File: src/first_fit_block_allocator_top_assert.svh
// Assertion macros for the first-fit block allocator.
`ifndef FIRST_FIT_BLOCK_ALLOCATOR_TOP_ASSERT_SVH
`define FIRST_FIT_BLOCK_ALLOCATOR_TOP_ASSERT_SVH
// check an implication every clock, skipped in reset
`define FFBA_ASSERT_IMP(lbl, ante, cons) \
  lbl: assert property (@(posedge clk) disable iff (!rst_n) (ante) |-> (cons)) \
    else $error("assertion failed");
// check that the consequent holds in the cycle after the antecedent
`define FFBA_ASSERT_NXT(lbl, ante, cons) \
  lbl: assert property (@(posedge clk) disable iff (!rst_n) (ante) |=> (cons)) \
    else $error("assertion failed");
`endif

File: src/ffba_pkg.sv
// ----------------------------------------------------------------------------
// ffba_pkg
// Shared types and constants for the first-fit block allocator.
// ----------------------------------------------------------------------------
`default_nettype none
package ffba_pkg;
  localparam int MaxBlocks   = 256;
  localparam int HeaderBytes = 16;
  localparam int IdxW = $clog2(MaxBlocks);
  localparam int CntW = $clog2(MaxBlocks + 1);

  localparam logic       CMD_ALLOC = 1'b0;
  localparam logic       CMD_FREE  = 1'b1;
  localparam logic [2:0] ST_OK       = 3'd0;
  localparam logic [2:0] ST_NO_SPACE = 3'd1;
  localparam logic [2:0] ST_UNKNOWN  = 3'd2;
  localparam logic [2:0] ST_SENTINEL = 3'd3;
  localparam logic [2:0] ST_ZERO     = 3'd4;
  localparam logic [2:0] ST_FULL     = 3'd5;

  typedef struct packed {
    logic        command;
    logic [31:0] request_size;
    logic [31:0] block_address;
  } in_item_t;

  typedef struct packed {
    logic [31:0] payload_address;
    logic [2:0]  status;
    logic [31:0] used_bytes;
  } out_item_t;

  // controller -> datapath
  typedef struct packed {
    logic load;      // capture request, reset scan
    logic rd;        // issue read of entry at scan index, or of shift source
    logic eval;      // evaluate registered read data
    logic tail;      // evaluate tail gap
    logic shift;     // move one entry (read already registered)
    logic insert;    // write new entry, bump count
    logic remove;    // drop count after shift-down
    logic clear;     // fresh pool
  } dp_cmd_t;

  // datapath -> controller
  typedef struct packed {
    logic scan_done;  // scan index reached count
    logic hit;        // evaluated entry matched
    logic fits;       // tail has room
    logic shift_done; // shift finished
    logic full;
    logic is_zero;
    logic is_sent;
  } dp_sts_t;
endpackage
`default_nettype wire

File: src/ffba_ctrl.sv
// ----------------------------------------------------------------------------
// ffba_ctrl
// Command sequencer: scan, shift, insert or remove, report.
// ----------------------------------------------------------------------------
`default_nettype none
module ffba_ctrl
  import ffba_pkg::*;
(
  input  wire logic    clk,
  input  wire logic    rst_n,
  input  wire logic    start,
  input  wire logic    cfg_wr,
  input  wire logic    cmd_free,
  input  wire dp_sts_t sts,
  output logic         busy,
  output dp_cmd_t      cmd,
  output logic         done,
  output logic [2:0]   status,
  output logic         addr_ok
);
  typedef enum logic [2:0] {
    S_IDLE, S_CHECK, S_RD, S_EVAL, S_SHRD, S_SHIFT, S_DONE
  } state_t;
  state_t     state_r, state_nxt;
  logic [2:0] status_r, status_nxt;
  logic       ok_r, ok_nxt;
  logic       done_r, done_nxt;

  assign busy = (state_r != S_IDLE);
  assign done = done_r;
  assign status = status_r;
  assign addr_ok = ok_r;

  always_comb begin
    state_nxt = state_r;
    status_nxt = status_r;
    ok_nxt = 1'b0;
    done_nxt = 1'b0;
    cmd = '0;
    cmd.clear = cfg_wr;
    unique case (state_r)
      S_IDLE: if (start) begin
        cmd.load = 1'b1;
        state_nxt = S_CHECK;
      end
      S_CHECK: begin
        state_nxt = S_RD;
        if (cmd_free) begin
          if (sts.is_zero) begin
            status_nxt = ST_ZERO; state_nxt = S_DONE;
          end else if (sts.is_sent) begin
            status_nxt = ST_SENTINEL; state_nxt = S_DONE;
          end
        end else if (sts.full) begin
          status_nxt = ST_FULL; state_nxt = S_DONE;
        end
      end
      S_RD: begin
        if (sts.scan_done) begin
          if (cmd_free) begin
            status_nxt = ST_UNKNOWN; state_nxt = S_DONE;
          end else if (sts.fits) begin
            cmd.tail = 1'b1; state_nxt = S_SHRD;
          end else begin
            status_nxt = ST_NO_SPACE; state_nxt = S_DONE;
          end
        end else begin
          cmd.rd = 1'b1; state_nxt = S_EVAL;
        end
      end
      S_EVAL: begin
        cmd.eval = 1'b1;
        state_nxt = sts.hit ? S_SHRD : S_RD;
      end
      S_SHRD: begin
        if (sts.shift_done) begin
          status_nxt = ST_OK;
          state_nxt = S_DONE;
          if (cmd_free) cmd.remove = 1'b1;
          else begin
            cmd.insert = 1'b1; ok_nxt = 1'b1;
          end
        end else begin
          cmd.rd = 1'b1; state_nxt = S_SHIFT;
        end
      end
      S_SHIFT: begin
        cmd.shift = 1'b1; state_nxt = S_SHRD;
      end
      S_DONE: begin
        done_nxt = 1'b1; ok_nxt = ok_r; state_nxt = S_IDLE;
      end
      default: state_nxt = S_IDLE;
    endcase
  end

  always_ff @(posedge clk) begin
    if (!rst_n) begin
      state_r <= S_IDLE;
      done_r <= 1'b0;
      ok_r <= 1'b0;
      status_r <= ST_OK;
    end else begin
      state_r <= state_nxt;
      done_r <= done_nxt;
      ok_r <= ok_nxt;
      status_r <= status_nxt;
    end
  end
endmodule
`default_nettype wire

File: config.mk
export PLATFORM = sky130hd
export DESIGN_NAME = ffba_ctrl
export DESIGN_NICKNAME = d
export VERILOG_FILES = /design/src/first_fit_block_allocator_top_assert.svh /design/src/ffba_pkg.sv /design/src/ffba_ctrl.sv
export SDC_FILE = /design/constraint.sdc
export NUM_CORES = 1
export LEC_CHECK = 0
export BUFFER_PORTS_ARGS = -buffer_cell sky130_fd_sc_hd__buf_2
export CORE_MARGIN = 8
export CORE_UTILIZATION = 27
export CTS_CLUSTER_DIAMETER = 40
export DETAILED_ROUTE_END_ITERATION = 8
export GPL_TIMING_DRIVEN = 1
export PLACE_DENSITY = 0.53
export SYNTH_ARGS = -nofsm -noshare
export SYNTH_HDL_FRONTEND = slang
export SYNTH_SLANG_ARGS = --single-unit
File: constraint.sdc
create_clock -name clk -period 1.5 [get_ports clk]
set_input_delay 0.45 -clock clk [delete_from_list [all_inputs] [get_ports clk]]
set_output_delay 0.45 -clock clk [all_outputs]
set_load 0.005 [all_outputs]
==> results of run 1 <==
==> worst reg2reg max path, stage by stage (launching register included) <==
cell and delay [ns]:
dfxtp_4 0.37, buf_4 0.15, buf_4 0.13, nor3b_2 0.17, o221a_2 0.25, o211ai_4 0.10
mux2i_1 0.13
==> repair_timing <==
item | 4_1_cts | 5_1_grt
gates resized for setup | 13 | 13
endpoints found under the setup margin | 8 | 9
pin swaps | 2 | 5
setup buffers | 3 | 4
==> state kept, by name, summed over array words and instances, names as in the netlist <==
| name | cells |
|---|---|
| done | 1 |
| status | 3 |
| state_r | 3 |
| addr_ok | 1 |
==> layer usage <==
layer	track usage	up-vias	share of wire
li1	-	328	-
met1	0.0957	296	0.41
met2	0.167	17	0.52
met3	0.0313	0	0.069
met4	0.0390	0	0
met5	0	-	0
==> logic make-up after synthesis <==
family	count (synthesis)	share of synthesized area
and+or+nand+nor	32	0.321
AOI/OAI and AO/OA	15	0.213
buffers and inverters	12	0.106
DFF	8	0.288
muxes	4	0.0719
==> per-stage QoR <==
step                      total power, W  instances
after global placement           0.00116        129
after CTS                        0.00145        135
after detailed placement         0.00117        129
final                            0.00161        139
after global routing             0.00172        139
after floorplan                 0.000853         71
==> layout by cell type, fill, tap and decap left out, drive strengths merged <==
master / instances
clkbuf: 3
nor3: 1
a21oi: 6
mux2i: 4
and3: 1
nand2b: 4
inv: 6
nand3: 1
o221a: 1
buf: 44
dfxtp: 8
o211ai: 2
o21ai: 4
nor3b: 5
nor2: 10
a221o: 1
or3: 1
nand2: 5
nand3b: 2
nand4b: 1
a311o: 1
nor2b: 1
==> where the power goes <==
part / internal, W / switching, W
Sequential: 0.000303 / 0.0000943
Clock: 0.0000917 / 0.0000756
Combinational: 0.000598 / 0.000449
Total: 0.000992 / 0.000619
==> area by class of cell <==
type                            instances  area, um^2  share of cell area
Inverter                                6        22.5              0.0239
Timing Repair Buffer                   44         284               0.301
Clock buffer                            3        22.5              0.0239
Sequential cell                         8         171               0.182
Tap cell                               27        33.8              0.0359
Multi-Input combinational cell         51         408               0.433
==> final timing paths <==
check,slack [ns],end
max,-0.16,cmd[7]
min,0.46,status[1]$_SDFFE_PN0P_
max reg2reg,0.09,status[0]$_SDFFE_PN0P_
min reg2reg,0.46,status[1]$_SDFFE_PN0P_
==> results by group, run 1 <==
Clocking
  – Num Clock Sinks: 8
  – TritonCTS clock tree: built
  – Hold_buf cts: 0
  – Max clock buf depth: 2
  – H-tree Lvls: 1
  – Clock buffers created by TritonCTS: 3
  – Worst-path clk slew: 0.06 ns
  – Root Driver: clkbuf_4
  – Worst-Skew Late Latency: 0.25 ns

Worst setup path
  – CP Class: reg -> out
  – Crit. End Element: primary output
  – Crit Path Max Fanout: 6
  – Crit start category: register
  – CP top delay family: simple AND/OR/NAND/NOR gates
  – Levels on crit path: 3
  – CP required: 1.05 ns
  – CP max stage cell: or3_4
  – Crit. Startpoint: state_r[0]$_SDFFE_PN0P_
  – Crit-path max cell delay: 0.41 ns
  – CP Buf/Inv Count: 1
  – Critical-path cell list: or3_4 > nor2_2 > buf_2
  – Worst r2r src: state_r[2]$_SDFFE_PN0P_
  – CP arrival: 1.21 ns
  – Worst-case reg-to-reg path depth: 6

Drt
  – Iteration-0 DRC Markers: 9
  – Average wire per standard cell: 12.8 um
  – Post-route DRC: 0
  – Final ANT Viol Nets: 0
  – Post-Route WL: 1770 um
  – Via count: 641
  – First-pass iteration count of the detailed router: 4
  – Via/cell ratio: 4.61

GRT
  – First-pass GRT wire length: 2610 um
  – Largest net degree at the start of global routing: 10
  – GRT Util Overall: 0.0929
  – Gr ovfl total: 0
  – Antenna violations before repair: 0
  – Vias in the first global route: 619

Timing
  – FMAX: 0.602 GHz
  – Final setup margin: -0.160 ns
  – Slew @ Worst Pin: 0.211 ns
  – Slew Limit Fails: 0
  – Hold Slack: 0.462 ns
  – Slew HR: 0.859
  – RSZ-0062 raised after global routing: yes
  – Fin Clk Skew: 0.00112 ns
  – Hold Fails Final Rpt: 0
  – Final Cycle Share: 1.11
  – Final setup violation count: 6
  – Final min period: 1.66 ns
  – Setup TNS: -0.620 ns

Layout
  – Share of layout cells above drive strength 1: 0.607
  – Total of fill cells in the finished design: 211
  – Design area: 942 um^2
  – Final nets: 126
  – Post-layout util: 0.480
  – Area delta synth->final: 69.2%
  – Number of diodes: 0

Synth
  – Top FF cell, synth: dfxtp_1
  – Syn. warnings: 0
  – Syn_nets: 83
  – Post-synthesis cell type count: 28
  – Synth top area cells: dfxtp_1 (29%), mux2i_1 (7.2%), nor2_1 (6.7%)
  – Fraction of registers with async set/reset: 0
  – Post-synth top area share: 0.288
  – Register area share after synthesis: 0.288
  – Top post-synthesis cells by count: nor2_1 (10), dfxtp_1 (8), inv_1 (6), a21oi_1 (5), nand2_1 (5)
  – Largest area contributor in the netlist: dfxtp_1
  – Cells after Synth: 71
  – Most numerous cell in the Yosys netlist: nor2_1
  – Yosys reg bits: 8
  – Mean area per synthesized cell: 7.84 um^2
  – Post-synth EDFFs: 0
  – Synthesized area: 557 um^2

Job
  – Max Cap Violations: 0

Placed design
  – Placement-stage cell area: 774 um^2
  – Setup slack at placement: -0.0454 ns
  – Post-DP HPWL: 1360 um
  – Port Buffers: 23
  – Gpl congestion: 0.841

Die
  – Die X: 61.4 um
  – Die Y: 61.4 um
  – IO Pins: 26
  – Row count: 16
  – Die ar.: 3770 um^2
  – Initial Utilization: 0.284
  – Core area: 1960 um^2

Power
  – Peak supply drop: 0.000795 V
  – P_leak: 0.456 nW
  – PD cells: 1710 nW/um^2

Outcome
  – Failing checks: negative setup slack
  – Status: finished, violations left

Hold path
  – Cell depth of the worst min-delay path: 2
  – Worst hold start: status[1]$_SDFFE_PN0P_
  – Tightest Hold Check Type: reg -> reg
(Power assumes the default switching activity.)
==> run 2: changes to the inputs <==
==> constraint.sdc (replaced) <==
create_clock -name clk -period 1.57 [get_ports clk]
set_input_delay 0.471 -clock clk [delete_from_list [all_inputs] [get_ports clk]]
set_output_delay 0.471 -clock clk [all_outputs]
set_load 0.005 [all_outputs]
==> run 2 against run 1 <==
Against the previous run:
- the flow still finishes with violations (negative setup slack)
- final cell count shrank 5.8%
- sequential cell count is the same
- clock power about the same
==> results by group, run 2 (synthesis results as in run 1) <==
GRT
  – Antenna violations before repair: 0 (unchanged)
  – Largest net degree at the start of global routing: 11 (was 10)
  – Gr ovfl total: 0 (unchanged)
  – First-pass GRT wire length: 2700 um (was 2610 um)
  – Vias in the first global route: 622 (was 619)
  – GRT Util Overall: 0.0952 (was 0.0929)

Die
  – Row count: 16 (unchanged)
  – Die ar.: 3770 um^2 (unchanged)
  – Initial Utilization: 0.284 (unchanged)
  – Die X: 61.4 um (unchanged)
  – IO Pins: 26 (unchanged)
  – Core area: 1960 um^2 (unchanged)
  – Die Y: 61.4 um (unchanged)

Power
  – Combinational power share: 0.602 (was 0.650)
  – Switching pwr: 0.000537 W (was 0.000619 W)
  – Switching Share: 0.397 (was 0.384)
  – Peak supply drop: 0.000750 V (was 0.000795 V)
  – Clk pwr share: 0.126 (was 0.104)
  – Reg power frac: 0.272 (was 0.246)
  – PD cells: 1620 nW/um^2 (was 1710 nW/um^2)
  – Internal power: 0.000816 W (was 0.000992 W)
  – P_leak: 0.411 nW (was 0.456 nW)

Placed design
  – Post-DP HPWL: 1300 um (was 1360 um)
  – Port Buffers: 23 (unchanged)
  – Placement-stage cell area: 752 um^2 (was 774 um^2)
  – Gpl congestion: 0.827 (was 0.841)

Layout
  – Commonest non-fill, non-tap cell in the layout: buf_2 (unchanged)
  – Design area: 837 um^2 (was 942 um^2)
  – Final nets: 118 (was 126)
  – Number of diodes: 0 (unchanged)
  – Area delta synth->final: 50.3% (was 69.2%)
  – Commonest non-fill, non-tap cells in the layout: buf_2 (23), buf_4 (12), nor2_1 (7) (was buf_2 (23), buf_4 (18), nor2_1 (7))
  – Post-layout util: 0.427 (was 0.480)
  – Share of layout cells above drive strength 1: 0.548 (was 0.607)

Timing
  – Slew HR: 0.859 (about the same)
  – Final Cycle Share: 1.07
  – Final min period: 1.68 ns
  – Final setup violation count: 5 (was 6)
  – Hold Fails Final Rpt: 0 (unchanged)
  – Slew Limit Fails: 0 (unchanged)
  – Fin Clk Skew: 0.000201 ns (was 0.00112 ns)
  – Slew @ Worst Pin: 0.210 ns (was 0.211 ns)
  – Final setup margin: -0.115 ns (was -0.160 ns)
  – RSZ-0062 raised after global routing: yes (unchanged)
  – Setup TNS: -0.291 ns (was -0.620 ns)
  – FMAX: 0.594 GHz

Drt
  – Final ANT Viol Nets: 0 (unchanged)
  – Post-route DRC: 0 (unchanged)
  – Via count: 597 (was 641)
  – Iteration-0 DRC Markers: 5 (was 9)
  – Post-Route WL: 1720 um (was 1770 um)
  – First-pass iteration count of the detailed router: 4 (unchanged)
  – Via/cell ratio: 4.56 (was 4.61)
  – Average wire per standard cell: 13.1 um (was 12.8 um)

Clocking
  – Num Clock Sinks: 8 (unchanged)
  – Worst-path clk slew: 0.06 ns (about the same)
  – Max clock buf depth: 2 (unchanged)
  – TritonCTS clock tree: built (unchanged)
  – Worst-Skew Late Latency: 0.26 ns (was 0.25 ns)
  – H-tree Lvls: 1 (unchanged)
  – Root Driver: clkbuf_4 (unchanged)
  – Clock buffers created by TritonCTS: 3 (unchanged)
  – Hold_buf cts: 0 (unchanged)

Job
  – Max Cap Violations: 0 (unchanged)

Worst setup path
  – Worst r2r src: state_r[2]$_SDFFE_PN0P_ (unchanged)
  – Critical-path cell list: or3_4 > nor2_2 > buf_2 (unchanged)
  – Crit. End Element: primary output (unchanged)
  – CP required: 1.10 ns (was 1.05 ns)
  – Crit-path max cell delay: 0.39 ns (was 0.41 ns)
  – CP arrival: 1.21 ns (about the same)
  – CP max stage cell: or3_4 (unchanged)
  – Reg-to-reg endpoint: status[1]$_SDFFE_PN0P_ (was status[0]$_SDFFE_PN0P_)
  – Setup crit end: cmd[7] (unchanged)
  – Crit. Startpoint: state_r[2]$_SDFFE_PN0P_ (was state_r[0]$_SDFFE_PN0P_)
  – FF-to-FF setup slack: 0.16 ns (was 0.09 ns)
  – CP Class: reg -> out (unchanged)
  – Crit Path Max Fanout: 6 (unchanged)
  – Crit start category: register (unchanged)
  – Worst-case reg-to-reg path depth: 6 (unchanged)

Outcome
  – Failing checks: negative setup slack (unchanged)
  – Status: finished, violations left (unchanged)

Hold path
  – Tightest Hold Check Type: reg -> reg (unchanged)
run 2: changes by cell type in the layout (fill, tap and decap cells not counted), sizes merged:
cell / change
buf: -8
run 2: how the worst min path moves through the flow:
stage,from,endpoint,slack [ns],depth (start not counted)
global placement,status[2]$_SDFFE_PN0P_,status[2]$_SDFFE_PN0P_,0.44,2
finish,status[0]$_SDFFE_PN0P_,status[0]$_SDFFE_PN0P_,0.46,2
global route,status[0]$_SDFFE_PN0P_,status[0]$_SDFFE_PN0P_,0.47,2
detailed placement,status[0]$_SDFFE_PN0P_,status[0]$_SDFFE_PN0P_,0.46,2
floorplan,status[0]$_SDFFE_PN0P_,status[0]$_SDFFE_PN0P_,0.45,2
CTS,status[0]$_SDFFE_PN0P_,status[0]$_SDFFE_PN0P_,0.46,2
run 2: cell type report:
class                   instances  area [um^2]
well taps                      27         33.8
multi-input cells              51          373
fillers                       230         1120
clock buffers                   3         22.5
flip-flops and latches          8          169
inverters                       6         22.5
repair buffers                 36          216
run 2: repair_timing:
| action | 4_1_cts | 5_1_grt |
|---|---|---|
| setup buffers | 2 | 0 |
| endpoints found under the setup margin | 8 | 8 |
| resized for setup | 10 | 6 |
| pin swaps | 0 | 1 |
run 2: routing by layer:
layer	track usage	part of all wire	vias up
met3	0.0251	0.066	2
li1	-	-	311
met5	0	0	-
met2	0.158	0.52	17
met4	0.0519	0.011	0
met1	0.108	0.41	267
run 2: critical path, delay by kind of cell, from the launching register on:
kind,cells,cell delay [ns]
buffers and inverters,1,0.11
and+or+nand+nor,2,0.47
DFF,1,0.37
run 2: power by group through the flow:
stage | Combinational, W | Sequential, W | Clock [W]
finish | 0.000815 | 0.000368 | 0.000170
global route | 0.000902 | 0.000375 | 0.000183
CTS | 0.000789 | 0.000354 | 0.000174
detailed placement | 0.000729 | 0.000346 | 0
global placement | 0.000729 | 0.000345 | 0
floorplan | 0.000504 | 0.000310 | 0
run 2: stage by stage:
step	worst slack [ns]	hold WS [ns]	power (W)	cells
5_1_grt	-0.169	0.471	0.00146	131
3_5_place_dp	0.0293	0.456	0.00108	126
2_1_floorplan	0.113	0.454	0.000815	71
6_report	-0.115	0.458	0.00135	131
4_1_cts	-0.129	0.464	0.00132	131
3_3_place_gp	0.0212	0.443	0.00107	126
==> run 3: changes to the inputs <==
--- a/config.mk
+++ b/config.mk
@@ -12,6 +12,7 @@
 export DETAILED_ROUTE_END_ITERATION = 8
 export GPL_TIMING_DRIVEN = 1
 export PLACE_DENSITY = 0.53
+export SETUP_SLACK_MARGIN = 0.2
 export SYNTH_ARGS = -nofsm -noshare
 export SYNTH_HDL_FRONTEND = slang
 export SYNTH_SLANG_ARGS = --single-unit
==> run 3 against run 2 <==
Against the previous run:
- the flow still finishes with violations (negative setup slack)
- final cell count rose by 7.6%
- clock power fell by 8%
- via count grew 7.2%
- clock-buffer cell count unchanged
- highest routed layer is now met3
- power rose by 15%
==> results by group, run 3 (synthesis results as in run 1) <==
Outcome
  – Status: finished, violations left (unchanged)
  – Failing checks: negative setup slack (unchanged)

Layout
  – Share of layout cells above drive strength 1: 0.623 (was 0.548)
  – Area delta synth->final: 73.9% (was 50.3%)
  – Commonest non-fill, non-tap cells in the layout: buf_2 (23), buf_4 (17), inv_1 (6), buf_6 (6) (was buf_2 (23), buf_4 (12), nor2_1 (7))
  – Number of diodes: 0 (unchanged)
  – Final nets: 128 (was 118)
  – Commonest non-fill, non-tap cell in the layout: buf_2 (unchanged)

Worst setup path
  – Worst r2r src: state_r[0]$_SDFFE_PN0P_ (was state_r[2]$_SDFFE_PN0P_)
  – Levels on crit path: 3 (unchanged)
  – FF-to-FF setup slack: 0.05 ns (was 0.16 ns)
  – CP max stage cell: or3_4 (unchanged)
  – CP Class: reg -> out (unchanged)
  – Critical-path cell list: or3_4 > nor2_2 > buf_2 (unchanged)
  – CP Buf/Inv Count: 1 (unchanged)
  – Reg-to-reg endpoint: status[0]$_SDFFE_PN0P_ (was status[1]$_SDFFE_PN0P_)
  – Crit start category: register (unchanged)
  – Crit. End Element: primary output (unchanged)
  – Worst-case reg-to-reg path depth: 8 (was 6)
  – CP arrival: 1.17 ns (was 1.21 ns)
  – Setup crit end: cmd[7] (unchanged)
  – Crit. Startpoint: state_r[2]$_SDFFE_PN0P_ (unchanged)
  – CP required: 1.10 ns (about the same)
  – Crit Path Max Fanout: 7 (was 6)
  – Crit-path max cell delay: 0.38 ns (was 0.39 ns)
  – CP top delay family: simple AND/OR/NAND/NOR gates (unchanged)

GRT
  – Vias in the first global route: 676 (was 622)
  – Gr ovfl total: 0 (unchanged)
  – First-pass GRT wire length: 2950 um (was 2700 um)
  – Largest net degree at the start of global routing: 10 (was 11)
  – GRT Util Overall: 0.102 (was 0.0952)
  – Antenna violations before repair: 0 (unchanged)

Drt
  – Average wire per standard cell: 12.5 um (was 13.1 um)
  – Final ANT Viol Nets: 0 (unchanged)
  – Post-route DRC: 0 (unchanged)
  – Length of routed met3 wiring: 84 um (was 114 um)
  – Met2 routed WL: 930 um (was 886 um)
  – Metal-1 WL: 751 um (was 699 um)
  – DR top layer: met3 (was met4)
  – Post-Route WL: 1770 um (was 1720 um)
  – Via/cell ratio: 4.54 (was 4.56)
  – Via count: 640 (was 597)
  – Iteration-0 DRC Markers: 11 (was 5)
  – First-pass iteration count of the detailed router: 4 (unchanged)

Power
  – P_leak: 0.470 nW (was 0.411 nW)
  – PD cells: 1610 nW/um^2 (was 1620 nW/um^2)
  – Total power: 0.00156 W (was 0.00135 W)
  – Peak supply drop: 0.000894 V (was 0.000750 V)

Hold path
  – Tightest Hold Check Type: reg -> reg (unchanged)

Timing
  – Hold Fails Final Rpt: 0 (unchanged)
  – Fin Clk Skew: 0.00679 ns (was 0.000201 ns)
  – Slew HR: 0.835 (was 0.859)
  – FMAX: 0.608 GHz (was 0.594 GHz)
  – Final Cycle Share: 1.05 (was 1.07)
  – Slew Limit Fails: 0 (unchanged)
  – Final setup margin: -0.0755 ns (was -0.115 ns)
  – Setup TNS: -0.310 ns (was -0.291 ns)
  – Slew @ Worst Pin: 0.247 ns (was 0.210 ns)
  – Final setup violation count: 7 (was 5)
  – RSZ-0062 raised after global routing: yes (unchanged)
  – Final min period: 1.65 ns (was 1.68 ns)

Clocking
  – TritonCTS clock tree: built (unchanged)
  – Worst-Skew Late Latency: 0.25 ns (was 0.26 ns)
  – Num Clock Sinks: 8 (unchanged)
  – Max clock buf depth: 2 (unchanged)
  – Clock buffers created by TritonCTS: 3 (unchanged)
  – H-tree Lvls: 1 (unchanged)
  – Root Driver: clkbuf_4 (unchanged)
  – Worst-path clk slew: 0.06 ns (about the same)

Placed design
  – Post-DP HPWL: 1230 um (was 1300 um)
  – Port Buffers: 23 (unchanged)
  – Gpl congestion: 0.776 (was 0.827)

Die
  – Die ar.: 3770 um^2 (unchanged)
  – IO Pins: 26 (unchanged)
  – Initial Utilization: 0.284 (unchanged)
  – Core area: 1960 um^2 (unchanged)
  – Row count: 16 (unchanged)
  – Die Y: 61.4 um (unchanged)
  – Die X: 61.4 um (unchanged)

Job
  – Max Cap Violations: 0 (unchanged)
==> run 3: changes by cell type in the layout (fill, tap and decap cells not counted), sizes merged <==
cell,change
buf,+10
==> run 3: layout make-up <==
cell class | count | area, um^2
clock buffer | 3 | 22.5
fill | 215 | 993
inverter | 6 | 22.5
multi-input combinational | 51 | 408
sequential | 8 | 171
tap | 27 | 33.8
timing repair buffer | 46 | 310
==> run 3: what timing repair did <==
| action | in CTS | in global routing |
|---|---|---|
| buffers inserted | 12 | 3 |
| resized for setup | 18 | 6 |
| pin swaps | 4 | 6 |
| hold buffers | 0 | 0 |
| setup endpoints to repair | 11 | 13 |
==> run 3: through the flow <==
| stage | util | setup WS, ns | cells | hold slack, ns | area (um^2) |
|---|---|---|---|---|---|
| floorplan | - | 0.160 | 71 | 0.454 | 569 |
| global placement | 0.377 | 0.0241 | 123 | 0.444 | 739 |
| detailed placement | 0.377 | 0.00756 | 123 | 0.452 | 739 |
| CTS | 0.468 | -0.0981 | 138 | 0.460 | 918 |
| global route | 0.494 | -0.139 | 141 | 0.483 | 968 |
| finish | 0.494 | -0.0755 | 141 | 0.454 | 968 |
==> run 3: tightest hold or removal path, cell delays in order, from the launching register on <==
cell     delay, ns
dfxtp_1       0.30
nand2_1       0.05
mux2i_1       0.05
==> run 3: worst min path at each step <==
stage                                start                endpoint  slack [ns]  depth (start not counted)
global placement    status[2]$_SDFFE_PN0P_  status[2]$_SDFFE_PN0P_        0.44                          2
floorplan           status[0]$_SDFFE_PN0P_  status[0]$_SDFFE_PN0P_        0.45                          2
detailed placement  status[1]$_SDFFE_PN0P_  status[1]$_SDFFE_PN0P_        0.45                          2
CTS                 status[1]$_SDFFE_PN0P_  status[1]$_SDFFE_PN0P_        0.46                          2
finish              status[1]$_SDFFE_PN0P_  status[1]$_SDFFE_PN0P_        0.45                          2
global route        status[1]$_SDFFE_PN0P_  status[1]$_SDFFE_PN0P_        0.48                          2
==> run 3: where the power goes <==
part,internal (W),switching (W),leakage [nW],total [W]
Combinational,0.000589,0.000449,0.389,0.00104
Sequential,0.000289,0.0000729,0.0673,0.000362
Clock,0.0000874,0.0000686,0.0138,0.000156
Total,0.000965,0.000590,0.470,0.00156
==> run 3: metal layers <==
layer  track usage  vias up
li1              -      331
met1         0.111      299
met2         0.182       10
met3        0.0418        0
met4        0.0195        0
met5             0        -
